## src/rtl/spad_pkg.sv

```systemverilog
package spad_pkg;

   localparam int CFG_WIDTH  = 24;
   localparam int SUM_WIDTH  = 48;
   localparam int WSUM_WIDTH = 56;
   localparam int TIME_WIDTH = 32;
   localparam int WIN_WIDTH  = 5;

   localparam logic [1:0] CSR_THRESHOLD_HIGH = 2'd0;
   localparam logic [1:0] CSR_THRESHOLD_LOW  = 2'd1;
   localparam logic [1:0] CSR_TIMEOUT        = 2'd2;
   localparam logic [1:0] CSR_WINDOW         = 2'd3;

   // Detector phases.
   typedef enum logic [3:0] {
      PH_WAIT_PING     = 4'b0001,
      PH_SECOND_LEFT   = 4'b0010,
      PH_SECOND_RIGHT  = 4'b0100,
      PH_WAIT_SILENT   = 4'b1000
   } phase_type;

   // Sequencer states.
   typedef enum logic [6:0] {
      ST_IDLE   = 7'b0000001,
      ST_MUL    = 7'b0000010,
      ST_ACC    = 7'b0000100,
      ST_HIST   = 7'b0001000,
      ST_DIV    = 7'b0010000,
      ST_OUT    = 7'b0100000,
      ST_FINISH = 7'b1000000
   } state_type;

   typedef struct packed {
      logic start;      // latch sample, run timeout and phase decode
      logic mul;        // register products
      logic acc;        // accumulate, decide ping end
      logic hist;       // update history and totals
      logic div_start;  // load the divider
      logic div_step;   // one quotient bit
      logic publish;    // load output register
   } cmd_type;

   typedef struct packed {
      logic ping_end;
      logic div_last;
   } status_type;

endpackage

```

## src/rtl/spad_control.sv

```systemverilog
module spad_control (
   input  logic                 clock,
   input  logic                 reset,
   input  logic                 req_tvalid,
   output logic                 req_tready,
   output logic                 rsp_tvalid,
   input  logic                 rsp_tready,
   input  spad_pkg::status_type status,
   output spad_pkg::cmd_type    cmd
);
   import spad_pkg::*;

   state_type state_ff, state_in;
   logic      valid_ff, valid_in;

   always_comb begin
      state_in = state_ff;
      valid_in = valid_ff;
      cmd      = '0;
      if (rsp_tready) begin
         valid_in = 1'b0;
      end
      req_tready = (state_ff == ST_IDLE) && !reset;
      unique case (state_ff)
         ST_IDLE: begin
            if (req_tvalid && !reset) begin
               cmd.start = 1'b1;
               state_in  = ST_MUL;
            end
         end
         ST_MUL: begin
            cmd.mul  = 1'b1;
            state_in = ST_ACC;
         end
         ST_ACC: begin
            cmd.acc  = 1'b1;
            state_in = ST_HIST;
         end
         ST_HIST: begin
            if (status.ping_end) begin
               cmd.hist = 1'b1;
               state_in = ST_DIV;
            end else begin
               state_in = ST_IDLE;
            end
         end
         ST_DIV: begin
            cmd.div_start = 1'b1;
            state_in      = ST_OUT;
         end
         ST_OUT: begin
            cmd.div_step = 1'b1;
            if (status.div_last) begin
               state_in = ST_FINISH;
            end
         end
         ST_FINISH: begin
            if (!valid_ff || rsp_tready) begin
               cmd.publish = 1'b1;
               valid_in    = 1'b1;
               state_in    = ST_IDLE;
            end
         end
         default: state_in = ST_IDLE;
      endcase
   end

   always_ff @(posedge clock) begin
      if (reset) begin
         state_ff <= ST_IDLE;
         valid_ff <= 1'b0;
      end else begin
         state_ff <= state_in;
         valid_ff <= valid_in;
      end
   end

   assign rsp_tvalid = valid_ff;

endmodule

```

## config.mk

```make
export PLATFORM = sky130hd
export DESIGN_NAME = spad_control
export DESIGN_NICKNAME = d
export VERILOG_FILES = /design/src/rtl/spad_pkg.sv /design/src/rtl/spad_control.sv
export SDC_FILE = /design/constraint.sdc
export NUM_CORES = 1
export LEC_CHECK = 0
export ABC_AREA = 1
export ABC_CLOCK_PERIOD_IN_PS = 2000
export BUFFER_PORTS_ARGS = -buffer_cell sky130_fd_sc_hd__buf_4
export CAP_MARGIN = 20
export CORE_AREA = 2 2 39 41
export CTS_CLUSTER_DIAMETER = 60
export CTS_CLUSTER_SIZE = 25
export DETAILED_ROUTE_END_ITERATION = 16
export DIE_AREA = 0 0 41 43
export PLACE_DENSITY = 0.65
export SLEW_MARGIN = 5
export SYNTH_ARGS = -nofsm -noshare
export SYNTH_HDL_FRONTEND = slang
export SYNTH_SLANG_ARGS = --single-unit
export TNS_END_PERCENT = 1
```

## constraint.sdc

```tcl
create_clock -name clock -period 2 [get_ports clock]
set_clock_uncertainty 0.1 [all_clocks]
set_input_delay 0.3 -clock clock [delete_from_list [all_inputs] [get_ports clock]]
set_output_delay 0.3 -clock clock [all_outputs]
set_load 0.05 [all_outputs]
```

==> flow_summary_export.csv, run 1 <==
group,metric,value,unit
clocking,worst_setup_hold_path_clk_slew,0.05,ns
cells_and_area,multiInputGateArea,235.2,sq um
cells_and_area,number_of_cells_in_the_finished_layout_apart_from_fillers,107,
worst_setup_path,crit_buf_inv,1,
run_status,result_of_the_run,"finished, final reports clean",
timing,final_min_period_over_clock_period,0.9316,
floorplan,floorplan.rows,14,
synth,synth.distinct_cells,13,
place,number_of_cells_after_detailed_placement,104,
synth,yosys_register_bits,8,
cells_and_area,area_growth,29.79,%
worst_setup_path,worstSetupPathType,"flip-flop to output port",
clocking,cts_inserted_buffers,3,
worst_setup_path,logic_depth_of_the_worst_path_buffers_included,4,
drt,drt_wl_total,910,um
hold_path,hold_path_class,"input port to flip-flop",
place,dp_hpwl,736.6,um
place,weighted_congestion_at_the_end_of_routability_driven_global_placement,0.7945,
worst_setup_path,critPathMaxStageDelay,0.35,ns
cells_and_area,final_nets,99,
job,maxCapViolations,0,
cells_and_area,diodes,0,
clocking,post_cts_resize_count,0,
synth,synthesis.area_per_instance,6.190,sq um
clocking,post-cts-setup-buffers,0,
clocking,cts_h_tree_depth,1,
timing,timing.max_slew.rel_slack,0.8256,
clocking,cts_hold_repair.buffers,0,
place,placement.io_buffers,14,
drt,detail_route.vias_per_cell,4.346,
drt,detail_route.drc_violations,0,
timing,setup_viol,0,
power,power_per_cell_area,929.2,mW/mm^2
drt,drt_first_iter_violations,5,
timing,setup_total_negative_slack,0,ns
worst_setup_path,critPathMaxFanout,5,
power,p_leak,0.3556,nW
drt,wire_per_inst,8.505,um
global_route,global_route_wire_length_before_repair,1504,um
synth,postSynthNetCount,82,
worst_setup_path,critical_path.startpoint_type,"flip-flop",
clocking,clock_insertion_delay_worst_skew,0.26,ns
cells_and_area,ratio_of_cells_with_drive_above_1_in_the_final_layout,0.2527,
cells_and_area,seq_area,160.2,sq um
cells_and_area,fillers,149,
clocking,cts_num_sinks,8,
drt,final_antenna_net_count,0,
global_route,grt_antenna_before_repair,0,
timing,min_period,1.863,ns
global_route,first_global_vias,380,
timing,final-hold-violation-count,0,
worst_setup_path,crit_slowest_cell,"sky130_fd_sc_hd__dfxtp_1",
timing,grt_setup_unrepaired,"no",
synth,synth_sequential_area_ratio,0.3404,
floorplan,fp.dieW,41,um
floorplan,initial_utilization,0.3400,
worst_setup_path,timing.critical_path.to_type,"output port",
timing,max_slew.worst_pin.slew,0.2608,ns
worst_setup_path,r2r_end,"state_ff[6]",
floorplan,core_area,0.001384,sq mm
drt,first_pass_iters,4,
floorplan,fp.dieArea,0.001763,sq mm
worst_setup_path,arrival,1.46,ns
worst_setup_path,timing.critical_path.required,1.60,ns
synth,syn_inst,76,
clocking,tritoncts,"yes",
worst_setup_path,sequence_of_cells_on_the_critical_path,"nor3_4, nand2_1, nor3b_2, buf_4",
synth,yosys_warnings,0,
clocking,cts_root_buf,"sky130_fd_sc_hd__clkbuf_4",
worst_setup_path,worstSetupEndpoint,"cmd[6]",
clocking,clockBufferDepth,2,
worst_setup_path,regToRegStartpoint,"state_ff[1]",
timing,timing.fmax,536.7,MHz
worst_setup_path,cp-startpoint,"state_ff[6]",
drt,number_of_vias_after_detailed_routing,465,
floorplan,io-pin-count,15,
worst_setup_path,crit_family,"simple AND/OR/NAND/NOR gates",
power,max-vdd-ir-drop,0.0004031,V
worst_setup_path,regToRegSetupSlack,0.72,ns
synth,combined_area_of_all_synthesized_cells,470.5,sq um
global_route,maximum_number_of_pins_on_one_net_before_global_route_repair,10,
global_route,gr-usage-all-layers,0.1299,
floorplan,die_height,43,um
global_route,grt_remaining_overflow,0,
worst_setup_path,reg2regPathDepth,8,
timing,timing_max_transition_violations_final,0,
[placed cells by master, fill, tap and decap left out]
| cell type | instances |
|---|---|
| sky130_fd_sc_hd__nor3_1 | 1 |
| sky130_fd_sc_hd__inv_1 | 18 |
| sky130_fd_sc_hd__nand3_2 | 2 |
| sky130_fd_sc_hd__clkbuf_4 | 3 |
| sky130_fd_sc_hd__nand2_1 | 15 |
| sky130_fd_sc_hd__nor3b_2 | 1 |
| sky130_fd_sc_hd__nor2_2 | 2 |
| sky130_fd_sc_hd__dfxtp_1 | 8 |
| sky130_fd_sc_hd__nand3_1 | 7 |
| sky130_fd_sc_hd__nor2_1 | 16 |
| sky130_fd_sc_hd__buf_4 | 14 |
| sky130_fd_sc_hd__nor3b_1 | 1 |
| sky130_fd_sc_hd__nor3_4 | 1 |
| sky130_fd_sc_hd__a21oi_1 | 2 |
[flip-flops by register name, indices dropped and copies added, names as in the netlist]
register	flops
rsp_tvalid	1
state_ff	7
[synthesized netlist by cell type]
| cell | instances | area (sq um) |
|---|---|---|
| sky130_fd_sc_hd__nor3_4 | 1 | 16.27 |
| sky130_fd_sc_hd__nor2_1 | 16 | 60.06 |
| sky130_fd_sc_hd__nand3_2 | 2 | 20.02 |
| sky130_fd_sc_hd__nand3_1 | 7 | 35.03 |
| sky130_fd_sc_hd__a21oi_1 | 2 | 10.01 |
| sky130_fd_sc_hd__inv_1 | 18 | 67.56 |
| sky130_fd_sc_hd__buf_2 | 1 | 5.000 |
| sky130_fd_sc_hd__dfxtp_1 | 8 | 160.2 |
| sky130_fd_sc_hd__buf_4 | 1 | 7.510 |
| sky130_fd_sc_hd__nor2_2 | 2 | 12.51 |
| sky130_fd_sc_hd__nor3b_1 | 2 | 15.01 |
| sky130_fd_sc_hd__nand2_1 | 15 | 56.30 |
| sky130_fd_sc_hd__nor3_1 | 1 | 5.000 |
[metrics by stage]
step | util | hold slack (ns) | power, mW | setup slack (ns) | cell area [sq um]
after floorplan | - | 0.3584 | 0.3911 | 0.1742 | 475.5
after global placement | 0.4250 | 0.4355 | 0.4435 | 0.4364 | 588.1
after detailed placement | 0.4250 | 0.4475 | 0.4445 | 0.4041 | 588.1
after CTS | 0.4412 | 0.1829 | 0.5721 | 0.1155 | 610.6
after global routing | 0.4412 | 0.1901 | 0.6133 | 0.05270 | 610.6
final | 0.4412 | 0.1879 | 0.5674 | 0.1368 | 610.6
[cell type report]
cell class | instances | share of cell area
sequential | 8 | 0.2623
tap | 16 | 0.03279
inverter | 18 | 0.1107
multi-input combinational | 48 | 0.3852
timing repair buffer | 14 | 0.1721
clock buffer | 3 | 0.03689
[power breakdown]
| group | internal (mW) | switching, mW |
|---|---|---|
| combinational | 0.0841 | 0.165 |
| clock | 0.0688 | 0.0566 |
| sequential | 0.178 | 0.0148 |
[worst min path at each step]
| stage | cells past startpoint | end | startpoint | slack, ns |
|---|---|---|---|---|
| 2_1_floorplan | 2 | state_ff[4] | status[1] | 0.36 |
| 3_3_place_gp | 4 | rsp_tvalid | rsp_tvalid | 0.44 |
| 3_5_place_dp | 3 | state_ff[4] | state_ff[2] | 0.45 |
| 4_1_cts | 2 | rsp_tvalid | reset | 0.18 |
| 5_1_grt | 2 | rsp_tvalid | reset | 0.19 |
| 6_report | 2 | state_ff[5] | reset | 0.19 |
[routing by layer]
layer,part of all wire,GRT usage,vias up
met5,0,0,-
met4,0.048,0.1200,0
met3,0.071,0.03141,5
met2,0.39,0.1500,17
met1,0.49,0.1851,185
li1,-,-,258
[kinds of logic after synthesis]
group                  synth area share
AOI/OAI and AO/OA               0.02128
buffers and inverters            0.1702
DFF                              0.3404
and+or+nand+nor                  0.4681
Note: power is estimated with default switching activity, not from simulation.
==> run 2, diff against run 1 <==
--- a/config.mk
+++ b/config.mk
@@ -9,12 +9,12 @@
 export ABC_CLOCK_PERIOD_IN_PS = 2000
 export BUFFER_PORTS_ARGS = -buffer_cell sky130_fd_sc_hd__buf_4
 export CAP_MARGIN = 20
-export CORE_AREA = 2 2 39 41
+export CORE_MARGIN = 2
+export CORE_UTILIZATION = 25
 export CTS_CLUSTER_DIAMETER = 60
 export CTS_CLUSTER_SIZE = 25
 export DETAILED_ROUTE_END_ITERATION = 16
-export DIE_AREA = 0 0 41 43
-export PLACE_DENSITY = 0.65
+export PLACE_DENSITY = 0.51
 export SLEW_MARGIN = 5
 export SYNTH_ARGS = -nofsm -noshare
 export SYNTH_HDL_FRONTEND = slang
==> run 2 against run 1 <==
Via count up 3.0%. Critical path type unchanged. Flip-flop and latch count unchanged. Combinational power up 6%. Utilization down 7.6 points.
==> flow_summary_export.csv, run 2 (same netlist as run 1, synthesis figures left out) <==
group,metric,value,unit
drt,wire_per_inst,8.644,um
power,power_per_cell_area,921.4,mW/mm^2
floorplan,initial_utilization,0.2695,
floorplan,floorplan.rows,15,
hold_path,hold_path_class,"input port to flip-flop",
run_status,result_of_the_run,"finished, final reports clean",
drt,drt_wl_total,1020,um
job,maxCapViolations,0,
timing,final-hold-violation-count,0,
global_route,gr-usage-all-layers,0.1096,
worst_setup_path,worstSetupPathType,"flip-flop to output port",
worst_setup_path,timing.critical_path.to_type,"output port",
global_route,first_global_vias,361,
place,placement.io_buffers,14,
drt,detail_route.vias_per_cell,4.059,
clocking,tritoncts,"yes",
global_route,grt_remaining_overflow,0,
floorplan,fp.dieW,47.38,um
drt,detail_route.drc_violations,0,
clocking,clock_insertion_delay_worst_skew,0.26,ns
worst_setup_path,critical_path.startpoint_type,"flip-flop",
timing,min_period,1.835,ns
clocking,cts_inserted_buffers,3,
clocking,cts_h_tree_depth,1,
global_route,grt_antenna_before_repair,0,
clocking,cts_num_sinks,8,
floorplan,die_height,47.38,um
cells_and_area,final_nets,101,
timing,timing.fmax,545.0,MHz
global_route,maximum_number_of_pins_on_one_net_before_global_route_repair,10,
cells_and_area,ratio_of_cells_with_drive_above_1_in_the_final_layout,0.2688,
cells_and_area,largest_register_ff_count,7,
cells_and_area,area_growth,35.37,%
timing,timing_max_transition_violations_final,0,
cells_and_area,most-common-layout-cells,"18 x sky130_fd_sc_hd__inv_1, 16 x sky130_fd_sc_hd__nor2_1, 16 x sky130_fd_sc_hd__buf_4",
clocking,worst_setup_hold_path_clk_slew,0.06,ns
place,dp_hpwl,783.2,um
timing,setup_total_negative_slack,0,ns
worst_setup_path,timing.critical_path.required,1.60,ns
cells_and_area,final_common_cell,"sky130_fd_sc_hd__inv_1",
timing,final_min_period_over_clock_period,0.9174,
floorplan,fp.dieArea,0.002245,sq mm
drt,final_antenna_net_count,0,
global_route,global_route_wire_length_before_repair,1566,um
drt,first_pass_iters,4,
timing,timing.max_slew.rel_slack,0.8613,
floorplan,core_area,0.001745,sq mm
clocking,post_cts_resize_count,0,
floorplan,io-pin-count,15,
cells_and_area,fillers,199,
clocking,cts_root_buf,"sky130_fd_sc_hd__clkbuf_4",
timing,max_slew.worst_pin.slew,0.2078,ns
cells_and_area,diodes,0,
drt,drt_first_iter_violations,8,
worst_setup_path,critPathMaxFanout,4,
worst_setup_path,regToRegSetupSlack,0.68,ns
power,p_leak,0.3643,nW
cells_and_area,most_flops_register,"state_ff",
power,max-vdd-ir-drop,0.0005955,V
timing,grt_setup_unrepaired,"no",
clocking,cts_hold_repair.buffers,0,
drt,number_of_vias_after_detailed_routing,479,
cells_and_area,layout.core_utilization,0.3649,
timing,setup_viol,0,
worst_setup_path,arrival,1.43,ns
clocking,clockBufferDepth,2,
place,weighted_congestion_at_the_end_of_routability_driven_global_placement,0.7468,
-- run 2: changes by cell type in the layout (fill, tap and decap cells not counted) --
cell | previous run | this run
sky130_fd_sc_hd__buf_4 | 14 | 16
-- run 2: worst max-delay path, stage by stage, from the launching register on --
cell,delay [ns]
sky130_fd_sc_hd__dfxtp_1,0.31
sky130_fd_sc_hd__inv_1,0.07
sky130_fd_sc_hd__nand2_1,0.09
sky130_fd_sc_hd__nor2_1,0.17
sky130_fd_sc_hd__nand2_1,0.15
sky130_fd_sc_hd__nor3b_2,0.18
sky130_fd_sc_hd__buf_4,0.22
-- run 2: through the flow --
stage | total power, mW | setup slack, ns | instance area [sq um] | hold WS [ns] | std cells
2_1_floorplan | 0.3911 | 0.1742 | 475.5 | 0.3584 | 76
3_3_place_gp | 0.4448 | 0.4287 | 599.3 | 0.4406 | 113
3_5_place_dp | 0.4448 | 0.4046 | 599.3 | 0.4426 | 113
4_1_cts | 0.5765 | 0.1071 | 621.8 | 0.1850 | 116
5_1_grt | 0.6361 | 0.03969 | 636.9 | 0.1968 | 118
6_report | 0.5868 | 0.1652 | 636.9 | 0.1924 | 118
-- run 2: final cells by class --
cell class	instances	area [sq um]	area share
multi-input cells	48	235.2	0.3694
flip-flops and latches	8	160.2	0.2515
repair buffers	16	120.1	0.1886
inverters	18	67.56	0.1061
well taps	25	31.28	0.04912
clock buffers	3	22.52	0.03536
-- run 2: final timing paths --
path,startpoint,end,cells after the start
worst max-delay path,state_ff[2],cmd[6],6
worst min-delay path,reset,rsp_tvalid,2
worst max register to register,state_ff[2],state_ff[0],8
worst min register to register,rsp_tvalid,rsp_tvalid,4
-- run 2: routing by layer --
metal / global-route usage / routed length (um) / up-vias
met3: 0.06923 / 60 / 0
li1: - / - / 261
met4: 0.05000 / 0 / 0
met5: 0 / 0 / -
met1: 0.1533 / 534 / 203
met2: 0.1270 / 425 / 15
-- run 2: what timing repair did --
item	4_1_cts	5_1_grt
endpoints found under the hold margin	0	0
buffers inserted	0	2
setup endpoints to repair	0	1
-- run 2: where the power goes --
part	total, mW	switching, mW	internal [mW]
clock	0.129	0.0599	0.0690
combinational	0.265	0.172	0.0926
sequential	0.193	0.0152	0.178
==> run 3, diff against run 2 <==
--- a/config.mk
+++ b/config.mk
@@ -5,7 +5,6 @@
 export SDC_FILE = /design/constraint.sdc
 export NUM_CORES = 1
 export LEC_CHECK = 0
-export ABC_AREA = 1
 export ABC_CLOCK_PERIOD_IN_PS = 2000
 export BUFFER_PORTS_ARGS = -buffer_cell sky130_fd_sc_hd__buf_4
 export CAP_MARGIN = 20
==> run 3 against run 2 <==
The flow now finishes with violations (negative setup slack). Fmax decreased by 17%. Hold slack got worse by 0.017 ns. Synthesized area up 4.5%. Clock power is essentially flat. Total power fell by 30%. Global-route usage is 0.74 points higher. First-iteration DRC count up 50%. Utilization increased by 2.8 points. Critical endpoint is now cmd[0].
==> flow_summary_export.csv, run 3 <==
group,metric,value,unit
timing,min_period,2.216,ns
floorplan,fp.dieArea,0.002338,sq mm
cells_and_area,diodes,0,
drt,number_of_vias_after_detailed_routing,484,
cells_and_area,ratio_of_cells_with_drive_above_1_in_the_final_layout,0.4800,
floorplan,io-pin-count,15,
worst_setup_path,worstSetupEndpoint,"cmd[0]",
cells_and_area,final_nets,83,
timing,setup_viol,2,
cells_and_area,design_area,747.0,sq um
power,p_leak,0.2940,nW
clocking,cts_hold_repair.buffers,0,
synth,combined_area_of_all_synthesized_cells,491.7,sq um
floorplan,initial_utilization,0.2586,
clocking,cts_num_sinks,8,
cells_and_area,most-common-layout-cells,"17 x sky130_fd_sc_hd__buf_4, 8 x sky130_fd_sc_hd__dfxtp_1, 4 x sky130_fd_sc_hd__nor2_1",
clocking,cts_h_tree_depth,1,
synth,synth_top_cell_area_share,0.3257,
timing,timing_max_transition_violations_final,0,
timing,timing.max_slew.rel_slack,0.7185,
clocking,worst_setup_hold_path_clk_slew,0.06,ns
timing,timing.fmax,451.2,MHz
cells_and_area,largest_register_ff_count,7,
timing,grt_setup_unrepaired,"yes",
clocking,cts_inserted_buffers,3,
synth,postSynthNetCount,60,
cells_and_area,area_growth,51.91,%
drt,first_pass_iters,3,
hold_path,hold_depth,2,
drt,wire_per_inst,12.52,um
synth,synth_top_area_cell,"sky130_fd_sc_hd__dfxtp_1",
place,weighted_congestion_at_the_end_of_routability_driven_global_placement,0.7683,
global_route,first_global_vias,461,
synth,synth.area.top_cells,"sky130_fd_sc_hd__dfxtp_1 33%, sky130_fd_sc_hd__nand4bb_1 4.6%, sky130_fd_sc_hd__bufbuf_8 3.8%",
worst_setup_path,timing.critical_path.required,1.60,ns
clocking,cts_root_buf,"sky130_fd_sc_hd__clkbuf_4",
cells_and_area,most_flops_register,"state_ff",
global_route,gr-usage-all-layers,0.1170,
worst_setup_path,reg2regPathDepth,5,
floorplan,floorplan.rows,16,
synth,synth_flop_cell,"sky130_fd_sc_hd__dfxtp_1",
drt,drt_wl_total,1277,um
floorplan,core_area,0.001902,sq mm
clocking,clockBufferDepth,2,
worst_setup_path,critPathMaxFanout,2,
global_route,grt_remaining_overflow,0,
place,dp_hpwl,959.2,um
place,dpl_worst_slack,0.01754,ns
run_status,failed_checks,"negative setup slack",
drt,drt_first_iter_violations,12,
power,power_per_cell_area,547.2,mW/mm^2
drt,final_antenna_net_count,0,
worst_setup_path,regToRegStartpoint,"state_ff[2]",
synth,synth_edf_count,0,
global_route,global_route_wire_length_before_repair,2104,um
place,placement.io_buffers,14,
cells_and_area,final_common_cell,"sky130_fd_sc_hd__buf_4",
synth,synth.distinct_cells,33,
timing,fin_worst_hold_slack,0.1757,ns
synth,synth_commonest_cells,"8 x sky130_fd_sc_hd__dfxtp_1, 5 x sky130_fd_sc_hd__nor2_1, 3 x sky130_fd_sc_hd__inv_1, 3 x sky130_fd_sc_hd__nor4_1",
synth,synthesis.area_per_instance,9.106,sq um
worst_setup_path,r2r_end,"state_ff[6]",
drt,detail_route.drc_violations,0,
synth,synth.most_common_cell,"sky130_fd_sc_hd__dfxtp_1",
timing,fin_ws,-0.2161,ns
power,max-vdd-ir-drop,0.0002024,V
clocking,tritoncts,"yes",
job,maxCapViolations,0,
worst_setup_path,regToRegSetupSlack,0.20,ns
worst_setup_path,arrival,1.82,ns
timing,final-hold-violation-count,0,
clocking,clock_insertion_delay_worst_skew,0.25,ns
worst_setup_path,worstSetupPathType,"flip-flop to output port",
synth,synth_sequential_area_ratio,0.3257,
synth,yosys_register_bits,8,
synth,yosys_warnings,0,
synth,syn_inst,54,
global_route,grt_antenna_before_repair,0,
timing,max_slew.worst_pin.slew,0.4216,ns
run_status,result_of_the_run,"finished with violations",
synth,async_set_or_reset_flop_fraction_in_the_synthesized_netlist,0,
worst_setup_path,cp-startpoint,"state_ff[2]",
cells_and_area,layout.core_utilization,0.3928,
drt,detail_route.vias_per_cell,4.745,
place,placed_cell_area,669.4,sq um
worst_setup_path,timing.critical_path.to_type,"output port",
worst_setup_path,critical_path.startpoint_type,"flip-flop",
floorplan,fp.dieW,48.35,um
global_route,maximum_number_of_pins_on_one_net_before_global_route_repair,9,
timing,setup_total_negative_slack,-0.2406,ns
floorplan,die_height,48.35,um
hold_path,hold_path_class,"input port to flip-flop",
timing,final_min_period_over_clock_period,1.108,
run 3: cell types whose count changed in the layout (fill, tap and decap cells not counted), moves of 3 or more:
cell                      previous run  this run
sky130_fd_sc_hd__inv_1              18         3
sky130_fd_sc_hd__nand2_1            15         1
sky130_fd_sc_hd__nor2_1             16         4
sky130_fd_sc_hd__nand3_1             7         0
sky130_fd_sc_hd__buf_6               0         3
run 3: repair_timing:
| action | in CTS | in global routing |
|---|---|---|
| setup buffers | 0 | 0 |
| pin swaps | 0 | 1 |
| gates resized for setup | 6 | 4 |
| setup endpoints to repair | 4 | 5 |
run 3: metal layers:
metal | up-vias | part of all wire | GRT usage
li1 | 243 | - | -
met1 | 229 | 0.46 | 0.1360
met2 | 10 | 0.51 | 0.1991
met3 | 2 | 0.018 | 0.02160
met4 | 0 | 0.0094 | 0.07143
met5 | - | 0 | 0
run 3: worst min path at each step:
stage / startpoint / to / slack [ns]
after floorplan: req_tvalid / state_ff[1] / 0.32
after global placement: rsp_tvalid / rsp_tvalid / 0.40
after detailed placement: rsp_tvalid / rsp_tvalid / 0.40
after CTS: reset / state_ff[6] / 0.16
after global routing: req_tvalid / state_ff[1] / 0.18
final: reset / state_ff[6] / 0.18
run 3: cell families after synthesis:
family,Yosys count,share of synthesized area
AO/OA/AOI/OAI,11,0.1628
XOR/XNOR,2,0.03563
buffers and inverters,5,0.07634
flip-flops,8,0.3257
AND/OR/NAND/NOR,28,0.3995
run 3: cell type report:
cell class | instances | area, sq um
clock buffer | 3 | 22.52
timing repair buffer | 20 | 161.4
sequential | 8 | 160.2
multi-input combinational | 41 | 357.8
tap | 27 | 33.78
inverter | 3 | 11.26
fill | 205 | 1155
run 3: worst max-delay path, cell delays in order, from the launching register on:
cell	delay [ns]
sky130_fd_sc_hd__dfxtp_1	0.31
sky130_fd_sc_hd__or4_4	0.53
sky130_fd_sc_hd__or4_4	0.43
sky130_fd_sc_hd__nor2b_2	0.13
sky130_fd_sc_hd__buf_6	0.16
run 3: stage by stage:
step                      total power, mW  instances
final                              0.4088        102
after global placement             0.2764         99
after detailed placement           0.2763         99
after floorplan                    0.2411         54
after CTS                          0.4080        102
after global routing               0.4335        102
run 3: report_power, final:
part	switching [mW]	internal, mW
Clock	0.0575	0.0689
Sequential	0.00289	0.164
Combinational	0.0643	0.0507
